`config.mk`:
```
export PLATFORM = sky130hd
export DESIGN_NAME = mwu_front
export DESIGN_NICKNAME = d
export VERILOG_FILES = /design/src/mwu_pkg.sv /design/src/mwu_front.sv
export SDC_FILE = /design/constraint.sdc
export NUM_CORES = 1
export LEC_CHECK = 0
export ABC_AREA = 0
export BUFFER_PORTS_ARGS = -buffer_cell sky130_fd_sc_hd__buf_2
export CORE_MARGIN = 5
export CORE_UTILIZATION = 26
export CTS_BUF_LIST = sky130_fd_sc_hd__clkbuf_4 sky130_fd_sc_hd__clkbuf_8
export CTS_CLUSTER_SIZE = 30
export DETAILED_ROUTE_END_ITERATION = 6
export PLACE_DENSITY = 0.61
export SLEW_MARGIN = 20
export SYNTH_ARGS = -nofsm -noshare
export SYNTH_HDL_FRONTEND = slang
export SYNTH_SLANG_ARGS = --single-unit
```
`constraint.sdc`:
```
create_clock -name clk -period 1.8 [get_ports clk]
set_input_delay 0.27 -clock clk [delete_from_list [all_inputs] [get_ports clk]]
set_output_delay 0.27 -clock clk [all_outputs]
set_load 0.005 [all_outputs]
```
`src/mwu_pkg.sv`:
```
// mwu_pkg: shared types and constants of the momentum weight update block
// no dependencies; imported by mwu_front, mwu_back and momentum_weight_update
`timescale 1ns / 1ps
`default_nettype none

package mwu_pkg;

    localparam int Q_W       = 16;   // signed Q4.12 data width
    localparam int FRAC      = 12;   // fraction bits of Q4.12 and Q0.12
    localparam int CFG_W     = 12;   // learn_rate and momentum width
    localparam int IDX_W     = 6;    // src_index and dst_index width
    localparam int QUEUE_DEPTH = 2;

    localparam logic [CFG_W-1:0] LEARN_RATE_RESET = 12'd1024;  // 0.25
    localparam logic [CFG_W-1:0] MOMENTUM_RESET   = 12'd1229;  // about 0.3

    typedef enum logic
    {
        OP_LOAD   = 1'b0,
        OP_UPDATE = 1'b1
    } op_t;

    typedef enum logic
    {
        CFG_LEARN_RATE = 1'b0,
        CFG_MOMENTUM   = 1'b1
    } cfg_reg_t;

    // one classified request as it travels from front to back
    typedef struct packed
    {
        op_t                    op;
        logic                   live;           // indexes inside the array
        logic signed [Q_W-1:0]  source_output;
        logic signed [Q_W-1:0]  gradient;
        logic signed [Q_W-1:0]  load_value;
    } item_t;

endpackage

`default_nettype wire

```
`src/mwu_front.sv`:
```
// mwu_front: takes requests, checks the connection indexes and forms the array address
// depends on mwu_pkg; feeds mwu_queue
`timescale 1ns / 1ps
`default_nettype none

module mwu_front #(
    parameter int MAX_SOURCES = 64,
    parameter int MAX_DESTS   = 64,
    parameter int ADDR_W      = 12
) (
    input  logic                                clk,
    input  logic                                rst_n,
    input  logic                                start,
    output logic                                busy,
    input  logic                                op,
    input  logic [mwu_pkg::IDX_W-1:0]           src_index,
    input  logic [mwu_pkg::IDX_W-1:0]           dst_index,
    input  logic signed [mwu_pkg::Q_W-1:0]      source_output,
    input  logic signed [mwu_pkg::Q_W-1:0]      gradient,
    input  logic signed [mwu_pkg::Q_W-1:0]      load_value,
    output logic                                push_valid,
    input  logic                                push_ready,
    output mwu_pkg::item_t                      push_item,
    output logic [ADDR_W-1:0]                   push_addr
);

    import mwu_pkg::*;

    logic              f_valid_reg;
    logic              f_valid_next;
    item_t             f_item_reg;
    logic [ADDR_W-1:0] f_addr_reg;
    logic              accept;
    logic              live;
    logic [ADDR_W-1:0] addr;

    assign busy   = f_valid_reg && !push_ready;
    assign accept = start && !busy;

    assign live = (32'(src_index) < MAX_SOURCES) && (32'(dst_index) < MAX_DESTS);
    // row-major: src_index * MAX_DESTS + dst_index
    assign addr = ADDR_W'(ADDR_W'(src_index) * ADDR_W'(MAX_DESTS)) + ADDR_W'(dst_index);

    always_comb
    begin
        f_valid_next = f_valid_reg;
        if (accept)
        begin
            f_valid_next = 1'b1;
        end
        else if (push_ready)
        begin
            f_valid_next = 1'b0;
        end
    end

    always_ff @(posedge clk or negedge rst_n)
    begin
        if (!rst_n)
        begin
            f_valid_reg <= 1'b0;
        end
        else
        begin
            f_valid_reg <= f_valid_next;
        end
    end

    always_ff @(posedge clk)
    begin
        if (accept)
        begin
            f_item_reg.op            <= op_t'(op);
            f_item_reg.live          <= live;
            f_item_reg.source_output <= source_output;
            f_item_reg.gradient      <= gradient;
            f_item_reg.load_value    <= load_value;
            f_addr_reg               <= addr;
        end
    end

    assign push_valid = f_valid_reg;
    assign push_item  = f_item_reg;
    assign push_addr  = f_addr_reg;

endmodule

`default_nettype wire

```
==> results by group <==
GRT
  – Grt ovf: 0
  – First-pass GRT wire length: 6.299 mm
  – Vias in the first global route: 1,187
  – Largest net degree at the start of global routing: 39
  – Gr usage total: 9.928%
  – Initial antenna violation count: 3

Drt
  – DRC: 0
  – First DRT Iteration DRCs: 23
  – Routed WL: 4.649 mm
  – Number of vias per cell: 3.770
  – Vias: 1,180
  – Pre-antenna DRT Iters: 2
  – Post-route antenna net violation count: 0
  – Drt wl/cell: 14.85 um

Clock network
  – Clock Path Buffers: 2
  – Clock-pin slew on the worst setup and hold paths: 0.07 ns
  – Clock latency on the worst-skew pair: 0.33 ns
  – CTS tree: done
  – CTS H-tree depth: 3
  – Post-CTS Resized: 0
  – Root Driver: clkbuf_8
  – CTS sink cnt: 62
  – Num CTS Buffers: 9
  – Setup bufs post-CTS: 0

Logic synthesis
  – Syn. warnings: 0
  – Async SR Flop Fraction: 1.613%
  – Yosys reg bits: 62
  – Area of the mapped netlist: 1901 um^2
  – Syn Nets: 133
  – Most frequent cell after synthesis: edfxtp_1
  – Dominant cells by area after synthesis: edfxtp_1, dfrtp_1, nand2b_4
  – Count of cell types in the netlist: 8
  – Number of synthesized flops with an enable pin: 61
  – Cells after Synth: 68
  – Largest area contributor in the netlist: edfxtp_1
  – Seq/Total Area, Yosys: 97.70%
  – Top cell type's share of synthesized area: 96.38%
  – Average size of a mapped cell: 27.95 um^2
  – Most common flop cell mapped by yosys: edfxtp_1

Job
  – Max-capacitance violation count: 0

Critical path
  – CP max FO: 23
  – Crit path kind: reg -> reg
  – FF-to-FF path depth: 3
  – Req. time, crit path: 1.80 ns
  – Flop2flop setup slack: 0.53 ns
  – Crit-path slowest cell: dfrtp_1
  – Startpoint Class: register
  – CP Data Arrival Time: 1.27 ns
  – Worst-path cell chain: nand2b_4 -> and2_4 -> buf_4
  – CP max stage delay: 0.41 ns
  – CP endpoint kind: register

Cells and area
  – Share of layout cells above drive strength 1: 69.01%
  – Layout filler cell count: 678
  – Multi-input combinational cell area: 32.53 um^2
  – Layout Cells excl Fill: 313
  – Register area: 1857 um^2
  – Area grow syn2layout: 51.61%
  – Nets: 273

Pwr
  – Pwr dens: 1065 nW/um^2
  – Static leakage: 1.240 nW
  – Peak VDD IR: 0.3721 mV

Outcome
  – Status: finished, final reports clean

STA
  – Post-route clock period utilization: 70.32%
  – Final hold slack: 0.1140 ns
  – Final Skew: 0.004118 ns
  – Fin. Hold Viols: 0
  – RSZ-0062 raised after global routing: no
  – Peak Freq: 0.7900 GHz
  – Setup-failing EPs final: 0
  – Fin crit period: 1.266 ns
  – Final setup TNS: 0 ns
  – Slew Limit Fails: 0

Worst hold path
  – Hold Path Depth: 1
  – Path category of the worst min-delay check: in -> reg

Floorplan
  – Die Y-Extent: 95.50 um
  – Core area: 7176 um^2
  – Die X: 95.50 um
  – Num rows: 31
  – Io pins: 129
  – Initial Util: 26.49%
  – Die Area: 9119 um^2

Placed design
  – Post-Place Cells: 295
  – DP HPWL: 3.520 mm
  – Final Wtd Congestion: 0.6407
  – Port bufs: 127
worst max-delay path: cells and delay by family (launching register included):
| kind | cells | cell delay, ns |
|---|---|---|
| DFF | 1 | 0.41 |
| buffers and inverters | 1 | 0.29 |
| and+or+nand+nor | 2 | 0.23 |
power by group:
part           switching (W)  internal, W  leakage, nW  total (W)
combinational      0.0000982     0.000109        0.544   0.000207
clock               0.000498     0.000661        0.104    0.00116
sequential         0.0000198      0.00168        0.592    0.00170
layout make-up:
class,count,area share [%]
diodes,1,0.08684
multi-input cells,4,1.129
clock inverters,5,1.737
well taps,99,4.299
flip-flops and latches,62,64.44
repair buffers,130,23.36
clock buffers,11,4.820
inverters,1,0.1303
registers in the layout, indices dropped and copies added, names as in the netlist:
| signal | count |
|---|---|
| push_addr | 12 |
| push_item | 49 |
| push_valid | 1 |
per-stage QoR:
step	power [W]	setup slack, ns	instance area [um^2]	utilization, %
floorplan	0.001778	0.4167	1901	-
global placement	0.001938	0.5704	2680	37.35
detailed placement	0.001946	0.5359	2680	37.35
CTS	0.003131	0.5208	2879	40.12
global route	0.003214	0.4535	2879	40.12
finish	0.003068	0.5342	2882	40.16
path summary, 6_finish.rpt:
path,start,end
setup / recovery,push_valid,push_item[34]
hold / removal,gradient[3],push_item[19]
setup reg to reg,push_valid,push_item[34]
hold reg to reg,push_valid,push_valid
max in group asynchronous,rst_n,push_valid
min in group asynchronous,rst_n,push_valid
cells by family (layout without fill, tap and decap cells):
group | count (synthesis) | in the layout | synth area share, %
buffers and inverters | 2 | 147 | 0.5925
DFF | 62 | 62 | 97.70
other | 1 | 2 | 0.1973
and+or+nand+nor | 3 | 3 | 1.514
timing repair:
action | in CTS | in global routing
endpoints found under the hold margin | 1 | 0
setup endpoints to repair | 0 | 0
hold buffers | 1 | 0
cell usage in the layout (no fill, tap or decap), drive strengths merged:
master | Yosys | layout
conb | 1 | 1
dlygate4sd3 | 0 | 1
dfrtp | 1 | 1
and2 | 1 | 1
clkbuf | 0 | 11
clkinv | 0 | 4
edfxtp | 61 | 61
diode | 0 | 1
inv | 1 | 1
nand2b | 2 | 2
buf | 1 | 129
bufinv | 0 | 1
per-layer routing:
metal / vias up / GRT usage, % / part of all wire [%]
li1: 548 / - / -
met1: 545 / 10.36 / 36
met2: 70 / 15.39 / 49
met3: 13 / 5.998 / 13
met4: 4 / 5.687 / 1.8
met5: - / 0 / 0.47
Power figures use the tool's default switching activity.
