$ cat src/mwu_queue.sv
// mwu_queue: short first-in first-out queue between the front and the back
// no package dependency; width and depth set by parameters
`timescale 1ns / 1ps
`default_nettype none

module mwu_queue #(
    parameter int WIDTH = 8,
    parameter int DEPTH = 2
) (
    input  logic             clk,
    input  logic             rst_n,
    input  logic             push_valid,
    output logic             push_ready,
    input  logic [WIDTH-1:0] push_data,
    output logic             pop_valid,
    input  logic             pop_ready,
    output logic [WIDTH-1:0] pop_data
);

    localparam int PTR_W = (DEPTH > 1) ? $clog2(DEPTH) : 1;
    localparam int CNT_W = $clog2(DEPTH + 1);

    logic [WIDTH-1:0] slot_reg [DEPTH];
    logic [PTR_W-1:0] wr_ptr_reg;
    logic [PTR_W-1:0] wr_ptr_next;
    logic [PTR_W-1:0] rd_ptr_reg;
    logic [PTR_W-1:0] rd_ptr_next;
    logic [CNT_W-1:0] count_reg;
    logic [CNT_W-1:0] count_next;
    logic             do_push;
    logic             do_pop;

    assign push_ready = (count_reg != CNT_W'(DEPTH));
    assign pop_valid  = (count_reg != '0);
    assign pop_data   = slot_reg[rd_ptr_reg];
    assign do_push    = push_valid && push_ready;
    assign do_pop     = pop_valid && pop_ready;

    assign wr_ptr_next = (wr_ptr_reg == PTR_W'(DEPTH - 1)) ? '0 : wr_ptr_reg + 1'b1;
    assign rd_ptr_next = (rd_ptr_reg == PTR_W'(DEPTH - 1)) ? '0 : rd_ptr_reg + 1'b1;

    always_comb
    begin
        unique case ({do_push, do_pop})
            2'b10:   count_next = count_reg + 1'b1;
            2'b01:   count_next = count_reg - 1'b1;
            default: count_next = count_reg;
        endcase
    end

    always_ff @(posedge clk or negedge rst_n)
    begin
        if (!rst_n)
        begin
            wr_ptr_reg <= '0;
            rd_ptr_reg <= '0;
            count_reg  <= '0;
        end
        else
        begin
            if (do_push)
            begin
                wr_ptr_reg <= wr_ptr_next;
            end
            if (do_pop)
            begin
                rd_ptr_reg <= rd_ptr_next;
            end
            count_reg <= count_next;
        end
    end

    always_ff @(posedge clk)
    begin
        if (do_push)
        begin
            slot_reg[wr_ptr_reg] <= push_data;
        end
    end

`ifndef SYNTHESIS
    a_no_overflow: assert property (@(posedge clk) disable iff (!rst_n)
        (count_reg == CNT_W'(DEPTH)) && !do_pop |=> (count_reg == CNT_W'(DEPTH)))
        else $error("queue lost an entry while full");
`endif

endmodule

`default_nettype wire

$ cat config.mk
export PLATFORM = sky130hd
export DESIGN_NAME = mwu_queue
export DESIGN_NICKNAME = d
export VERILOG_FILES = /design/src/mwu_queue.sv
export SDC_FILE = /design/constraint.sdc
export NUM_CORES = 1
export LEC_CHECK = 0
export BUFFER_PORTS_ARGS = -buffer_cell sky130_fd_sc_hd__buf_2
export CELL_PAD_IN_SITES_DETAIL_PLACEMENT = 1
export CELL_PAD_IN_SITES_GLOBAL_PLACEMENT = 1
export CORE_MARGIN = 2
export CORE_UTILIZATION = 40
export CTS_BUF_LIST = sky130_fd_sc_hd__clkbuf_2 sky130_fd_sc_hd__clkbuf_4 sky130_fd_sc_hd__clkbuf_8
export CTS_CLUSTER_DIAMETER = 150
export CTS_CLUSTER_SIZE = 10
export DETAILED_ROUTE_END_ITERATION = 12
export PLACE_DENSITY_LB_ADDON = 0.1
export RECOVER_POWER = 25
export SLEW_MARGIN = 20
export SYNTH_ARGS = -nofsm -noshare
export SYNTH_HDL_FRONTEND = slang
export SYNTH_SLANG_ARGS = --single-unit
$ cat constraint.sdc
create_clock -name clk -period 3.1 [get_ports clk]
set_clock_uncertainty 0.1 [all_clocks]
set_input_delay 0.31 -clock clk [delete_from_list [all_inputs] [get_ports clk]]
set_output_delay 0.31 -clock clk [all_outputs]
set_load 0.05 [all_outputs]
==> key figures, run 1 <==
Run status
  • Status: finished clean

Floorplan
  • Die Area: 2290 µm²
  • Initial Utilization: 0.437
  • Die Wd: 47.9 µm
  • DIE HEIGHT: 47.9 µm
  • Core area: 1760 µm²
  • # IOs: 22
  • Placement row count: 15

Setup path
  • Worst r2r path cells: 3
  • Worst EP required: 2690 ps
  • WP buf/inv: 1
  • Crit-path cells: mux2_2 -> buf_2
  • Critical Path AT: 1500 ps
  • R2r endpoint: slot_reg[0][0]
  • Largest fanout on the critical path: 9
  • Worst reg2reg path startpoint: count_reg[0]
  • CP max stage delay: 600 ps
  • Slowest cell on crit path: dfrtp_1
  • Crit path max-delay family: flip-flops
  • FF-to-FF setup slack: 1420 ps
  • Setup CP Type: reg2out
  • Critical path capture point type: primary output
  • CP startpoint kind: flop

Yosys
  • Ys Warns: 0
  • Register area share after synthesis: 0.753
  • Synth top area share: 0.623
  • Post-synth top cells: edfxtp_1 (16), mux2_2 (8), dfrtp_1 (4), xnor2_1 (3)
  • Avg Inst Size Synth: 18.4 µm²
  • Most frequent cell after synthesis: edfxtp_1
  • Syn_nets: 55
  • Seq cells post-synth: 20
  • Post-synth EDFFs: 16
  • Post-synthesis cell count: 42
  • Area leader, netlist: edfxtp_1
  • FFs w/ async S/R, synth: 0.200
  • Mapped Area: 771 µm²
  • Ys flop type: edfxtp_1
  • Synth area leaders: edfxtp_1 (62%), dfrtp_1 (13%), mux2_2 (12%), xnor2_1 (3.4%), xor2_1 (2.3%)
  • Netlist cell types: 13

Clock network
  • Clock Tree Buf Depth: 2
  • Root Buffer: clkbuf_4
  • Clock slew at reported path FFs: 120 ps
  • CTS tree: yes
  • TritonCTS buffer count: 3
  • Clock sink total: 20
  • H-Tree Depth: 1
  • Worst skew pair latency: 300 ps

Route
  • DRT Wirelength: 1.19 mm
  • DR WL/cell: 13.0 µm
  • Drt drc: 0
  • DRT antenna net count: 0
  • Drt first pass iters: 3
  • Via count: 434
  • 1st-iter DRT viols: 9
  • DR vias/cell: 4.72

Placement
  • Placer's final routability congestion estimate: 0.658
  • DP Wirelength: 919 µm
  • DP Area: 902 µm²
  • I/O Buffers: 21
  • Dpl ws: 1380 ps

Finish
  • P&R area growth vs syn: 24.8%
  • Largest register FFs: 16
  • Antenna diodes: 0
  • # nets final: 81
  • Util after Layout: 0.545
  • Share of layout cells above drive strength 1: 0.478
  • Finished Cell Area: 962 µm²

Job
  • MaxCap Viol Count: 0

GRT
  • Vias in the first global route: 412
  • Total gr overflow: 0
  • First-pass GRT wire length: 1.73 mm
  • Antenna violations before repair: 0
  • Pin count of the biggest net entering global routing: 13
  • Global Route Usage Sum: 0.119

STA
  • Worst hold margin: 84.7 ps
  • Hold Fails Final Rpt: 0
  • Slew Limit Fails: 0
  • Final setup viols: 0
  • Least-Margin Pin Slew: 667 ps
  • Fin crit period: 1910 ps
  • FMAX: 523 MHz
  • Unrepaired setup endpoints after global routing: no
  • Post-route worst setup slack: 1190 ps
  • Tcrit/Tclk final: 0.617
  • Setup TNS: 0 ps
  • Slew HR: 0.554

Hold path
  • Hold depth: 1
  • Worst min-delay path endpoint: slot_reg[0][7]
  • Hold Startpoint: push_data[7]
  • Worst hold path class: in2reg

Power
  • Power Dens Cells: 1140 nW/µm²
  • Leak Pwr: 0.379 nW
  • VDD IR max: 0.585 mV
report_power, final:
group          switching, mW  leakage (nW)  internal (mW)
clock network         0.0790        0.0279          0.131
registers             0.0530         0.195          0.376
logic                  0.315         0.156          0.147
cell type report:
class                      count  area, µm²
multi-input combinational     21        185
sequential                    20        581
tap                           25       31.3
clock inverter                 1       30.0
timing repair buffer          22        113
clock buffer                   3       22.5
fill                         198        802
worst max-delay path by stage:
stage                             from              to  slack [ps]  depth (start not counted)
after floorplan           count_reg[0]  slot_reg[0][0]        1190                          3
after global placement    count_reg[0]  slot_reg[0][7]        1410                          3
after detailed placement  count_reg[0]  slot_reg[0][0]        1380                          3
after CTS                   rd_ptr_reg     pop_data[3]        1160                          2
after global routing        rd_ptr_reg     pop_data[3]        1110                          2
final                       rd_ptr_reg     pop_data[3]        1190                          2
stage by stage:
| step | std cells | power (mW) |
|---|---|---|
| finish | 92 | 1.10 |
| global route | 92 | 1.16 |
| global placement | 87 | 0.896 |
| CTS | 92 | 1.12 |
| detailed placement | 87 | 0.903 |
| floorplan | 42 | 0.807 |
cells in the final DEF, fill, tap and decap left out:
cell,synthesis,layout
nand2b_1,1,1
xor2_1,2,2
mux2_2,8,8
ha_1,1,1
xnor2_1,3,3
clkbuf_4,0,3
edfxtp_1,16,16
nor2_1,2,2
or2_1,1,1
and3_1,1,1
dlygate4sd3_1,0,1
buf_1,0,1
dfrtp_1,4,4
nand2_1,1,1
bufinv_16,0,1
buf_2,1,19
and2_4,1,1
clkbuf_1,0,1
timing repair:
| item | in CTS | in global routing |
|---|---|---|
| endpoints found under the hold margin | 4 | 0 |
| buffers inserted | 0 | 0 |
| hold buffers | 1 | 0 |
| setup endpoints to repair | 0 | 0 |
| gates resized for setup | 0 | 0 |
cells by family (layout without fill, tap and decap cells):
kind of cell	Yosys count	in the layout	synth area share
buf+inv	1	26	0.00649
xor+xnor	5	5	0.0568
fa+ha+maj	1	1	0.0162
simple gates	7	7	0.0503
flops	20	20	0.753
mux	8	8	0.117
metal layers:
metal / GRT usage / part of all wire
met1: 0.128 / 0.40
met2: 0.205 / 0.52
met3: 0.0491 / 0.062
met4: 0.0486 / 0.012
met5: 0 / 0
(Power assumes the default switching activity.)
==> run 2, diff against run 1 <==
--- a/config.mk
+++ b/config.mk
@@ -9,7 +9,7 @@
 export CELL_PAD_IN_SITES_DETAIL_PLACEMENT = 1
 export CELL_PAD_IN_SITES_GLOBAL_PLACEMENT = 1
 export CORE_MARGIN = 2
-export CORE_UTILIZATION = 40
+export CORE_UTILIZATION = 39
 export CTS_BUF_LIST = sky130_fd_sc_hd__clkbuf_2 sky130_fd_sc_hd__clkbuf_4 sky130_fd_sc_hd__clkbuf_8
 export CTS_CLUSTER_DIAMETER = 150
 export CTS_CLUSTER_SIZE = 10
==> constraint.sdc (replaced) <==
create_clock -name clk -period 1.76 [get_ports clk]
set_clock_uncertainty 0.1 [all_clocks]
set_input_delay 0.176 -clock clk [delete_from_list [all_inputs] [get_ports clk]]
set_output_delay 0.176 -clock clk [all_outputs]
set_load 0.05 [all_outputs]
==> run 2 against run 1 <==
- sequential power grew 78%
- largest cell class unchanged
- sequential cell count is the same
- critical endpoint is now pop_data[7]
- combinational power grew 87%
- global-route usage grew 0.25 points
- register-to-register slack lost 1300 ps
- sequential share of layout area shrank 4.6 points
- setup slack lost 1100 ps
- via count grew 4.4%
- clock power grew 10%
- worst hold slack lost 6.0 ps
- non-clock buffer count grew 10
- clock-buffer cell count grew 1
==> key figures, run 2 (synthesis results as in run 1) <==
Floorplan
  • Die Wd: 48.5 µm (+1.2%)
  • Placement row count: 16 (+1)
  • Core area: 1900 µm² (+7.8%)
  • Initial Utilization: 0.405 (-0.0316)
  • DIE HEIGHT: 48.5 µm (+1.2%)
  • Die Area: 2350 µm² (+2.4%)
  • # IOs: 22 (unchanged)

Clock network
  • Post-CTS Setup Inserts: 0 (unchanged)
  • Clock Tree Buf Depth: 2 (unchanged)
  • Clock sink total: 20 (unchanged)
  • Clock slew at reported path FFs: 100 ps (-20 ps)
  • CTS tree: yes
  • Worst skew pair latency: 280 ps (-20 ps)
  • H-Tree Depth: 1 (unchanged)
  • Root Buffer: clkbuf_4
  • TritonCTS buffer count: 3 (unchanged)

STA
  • Least-Margin Pin Slew: 407 ps (-261 ps)
  • Unrepaired setup endpoints after global routing: no
  • Tcrit/Tclk final: 0.931
  • Fin crit period: 1640 ps
  • Slew Limit Fails: 0 (unchanged)
  • Setup TNS: 0 ps (unchanged)
  • FMAX: 610 MHz
  • Slew HR: 0.729 (+0.175)
  • Final setup viols: 0 (unchanged)
  • Hold Fails Final Rpt: 0 (unchanged)

Finish
  • Antenna diodes: 0 (unchanged)
  • # nets final: 91 (+12%)
  • P&R area growth vs syn: 35.4%
  • Most common cell after layout, fill and taps aside: buf_2
  • Util after Layout: 0.549 (+0.00329)
  • Fillers: 193 (-2.5%)
  • Most frequent cells in the layout: buf_2 (19), edfxtp_1 (16), dlygate4sd3_1 (9)
  • Fin cells: 104 (+13%)
  • Largest register FFs: 16 (unchanged)
  • Share of layout cells above drive strength 1: 0.481 (+0.00291)

GRT
  • Total gr overflow: 0 (unchanged)
  • Antenna violations before repair: 0 (unchanged)
  • First-pass GRT wire length: 2.08 mm (+20%)
  • Vias in the first global route: 486 (+18%)
  • Global Route Usage Sum: 0.121 (+0.00247)
  • Pin count of the biggest net entering global routing: 12 (-1)

Power
  • Clock power share: 0.125 (-0.066)
  • Sw Share: 0.424 (+0.0179)
  • Pint: 1.07 mW (+64%)
  • Leak Pwr: 0.414 nW (+9.3%)
  • Combinational power share: 0.464 (+0.044)
  • Psw: 0.787 mW (+76%)
  • Sequential power share: 0.411 (+0.021)
  • VDD IR max: 1.02 mV (+74%)
  • Power Dens Cells: 1780 nW/µm² (+56%)

Route
  • Via count: 453 (+4.4%)
  • DR WL/cell: 12.4 µm (-4.4%)
  • Drt first pass iters: 1 (-2)
  • Drt drc: 0 (unchanged)
  • DRT Wirelength: 1.29 mm (+8.0%)
  • DRT antenna net count: 0 (unchanged)
  • 1st-iter DRT viols: 0 (-9)
  • DR vias/cell: 4.36 (-7.7%)

Hold path
  • Worst hold path class: in2reg

Job
  • MaxCap Viol Count: 0 (unchanged)

Placement
  • Placer's final routability congestion estimate: 0.678 (+3.0%)
  • I/O Buffers: 21 (unchanged)
  • DP Wirelength: 895 µm (-2.7%)
  • Cell count after placement: 91 (+4.6%)

Setup path
  • WP buf/inv: 1 (unchanged)
  • Worst EP required: 1480 ps (-1210 ps)
  • Setup CP Type: reg2out
  • CP max stage delay: 500 ps (-100 ps)
  • Largest fanout on the critical path: 9 (unchanged)
  • Crit-path cells: mux2_2 -> buf_2
  • CP startpoint kind: flop
  • Critical Path AT: 1360 ps (-140 ps)
  • Slowest cell on crit path: dfrtp_2
  • Critical path capture point type: primary output
  • Crit path max-delay family: flip-flops
  • FF-to-FF setup slack: 150 ps (-1270 ps)

Run status
  • Status: finished clean
## run 2: changes by cell type in the layout (fill, tap and decap cells not counted), sizes merged
cell,before,now
dlygate4sd3,1,9
bufinv,1,0
buf,20,21
clkbuf,4,6
## run 2: area by class of cell
| cell class | instances | area [µm²] | share of cell area |
|---|---|---|---|
| tap | 27 | 33.8 | 0.0324 |
| timing repair buffer | 32 | 208 | 0.199 |
| multi-input combinational | 21 | 190 | 0.182 |
| clock buffer | 4 | 30.0 | 0.0288 |
| sequential | 20 | 582 | 0.558 |
## run 2: power by group through the flow
stage	Clock [mW]	Sequential, mW	Combinational, mW
5_1_grt	0.255	0.786	0.910
2_1_floorplan	0	0.715	0.725
3_3_place_gp	0	0.767	0.852
6_report	0.232	0.763	0.862
4_1_cts	0.243	0.769	0.873
3_5_place_dp	0	0.774	0.854
## run 2: timing repair
item | in CTS | in global routing
endpoints found under the hold margin | 20 | 0
endpoints found under the setup margin | 8 | 0
resized for setup | 1 | 0
hold buffers | 9 | 0
## run 2: path summary, 6_finish.rpt
kind / startpoint / end / depth (start not counted)
max: rd_ptr_reg / pop_data[7] / 2
max in group asynchronous: rst_n / rd_ptr_reg / 2
max reg2reg: count_reg[0] / count_reg[1] / 5
min: pop_ready / rd_ptr_reg / 3
min reg2reg: wr_ptr_reg / wr_ptr_reg / 1
min in group asynchronous: rst_n / count_reg[1] / 2
## run 2: tightest hold or removal path, cell delays in order
cell and delay, ps:
buf_2 80, and2_4 130, xor2_1 50
## run 2: stage by stage
step | setup WS [ps] | hold slack [ps] | power (mW) | instance area, µm²
final | 121 | 78.7 | 1.86 | 1040
after global routing | 37.1 | 73.8 | 1.95 | 1040
after CTS | 85.7 | 68.3 | 1.88 | 1050
after detailed placement | 160 | -110 | 1.63 | 925
after global placement | 175 | -110 | 1.62 | 925
after floorplan | 49.3 | -220 | 1.44 | 776
## run 2: metal layers
metal / up-vias / GRT usage / part of all wire
met5: - / 0 / 0
met4: 0 / 0.0571 / 0
met3: 0 / 0.0278 / 0.039
met2: 12 / 0.201 / 0.53
met1: 218 / 0.151 / 0.43
li1: 223 / - / -
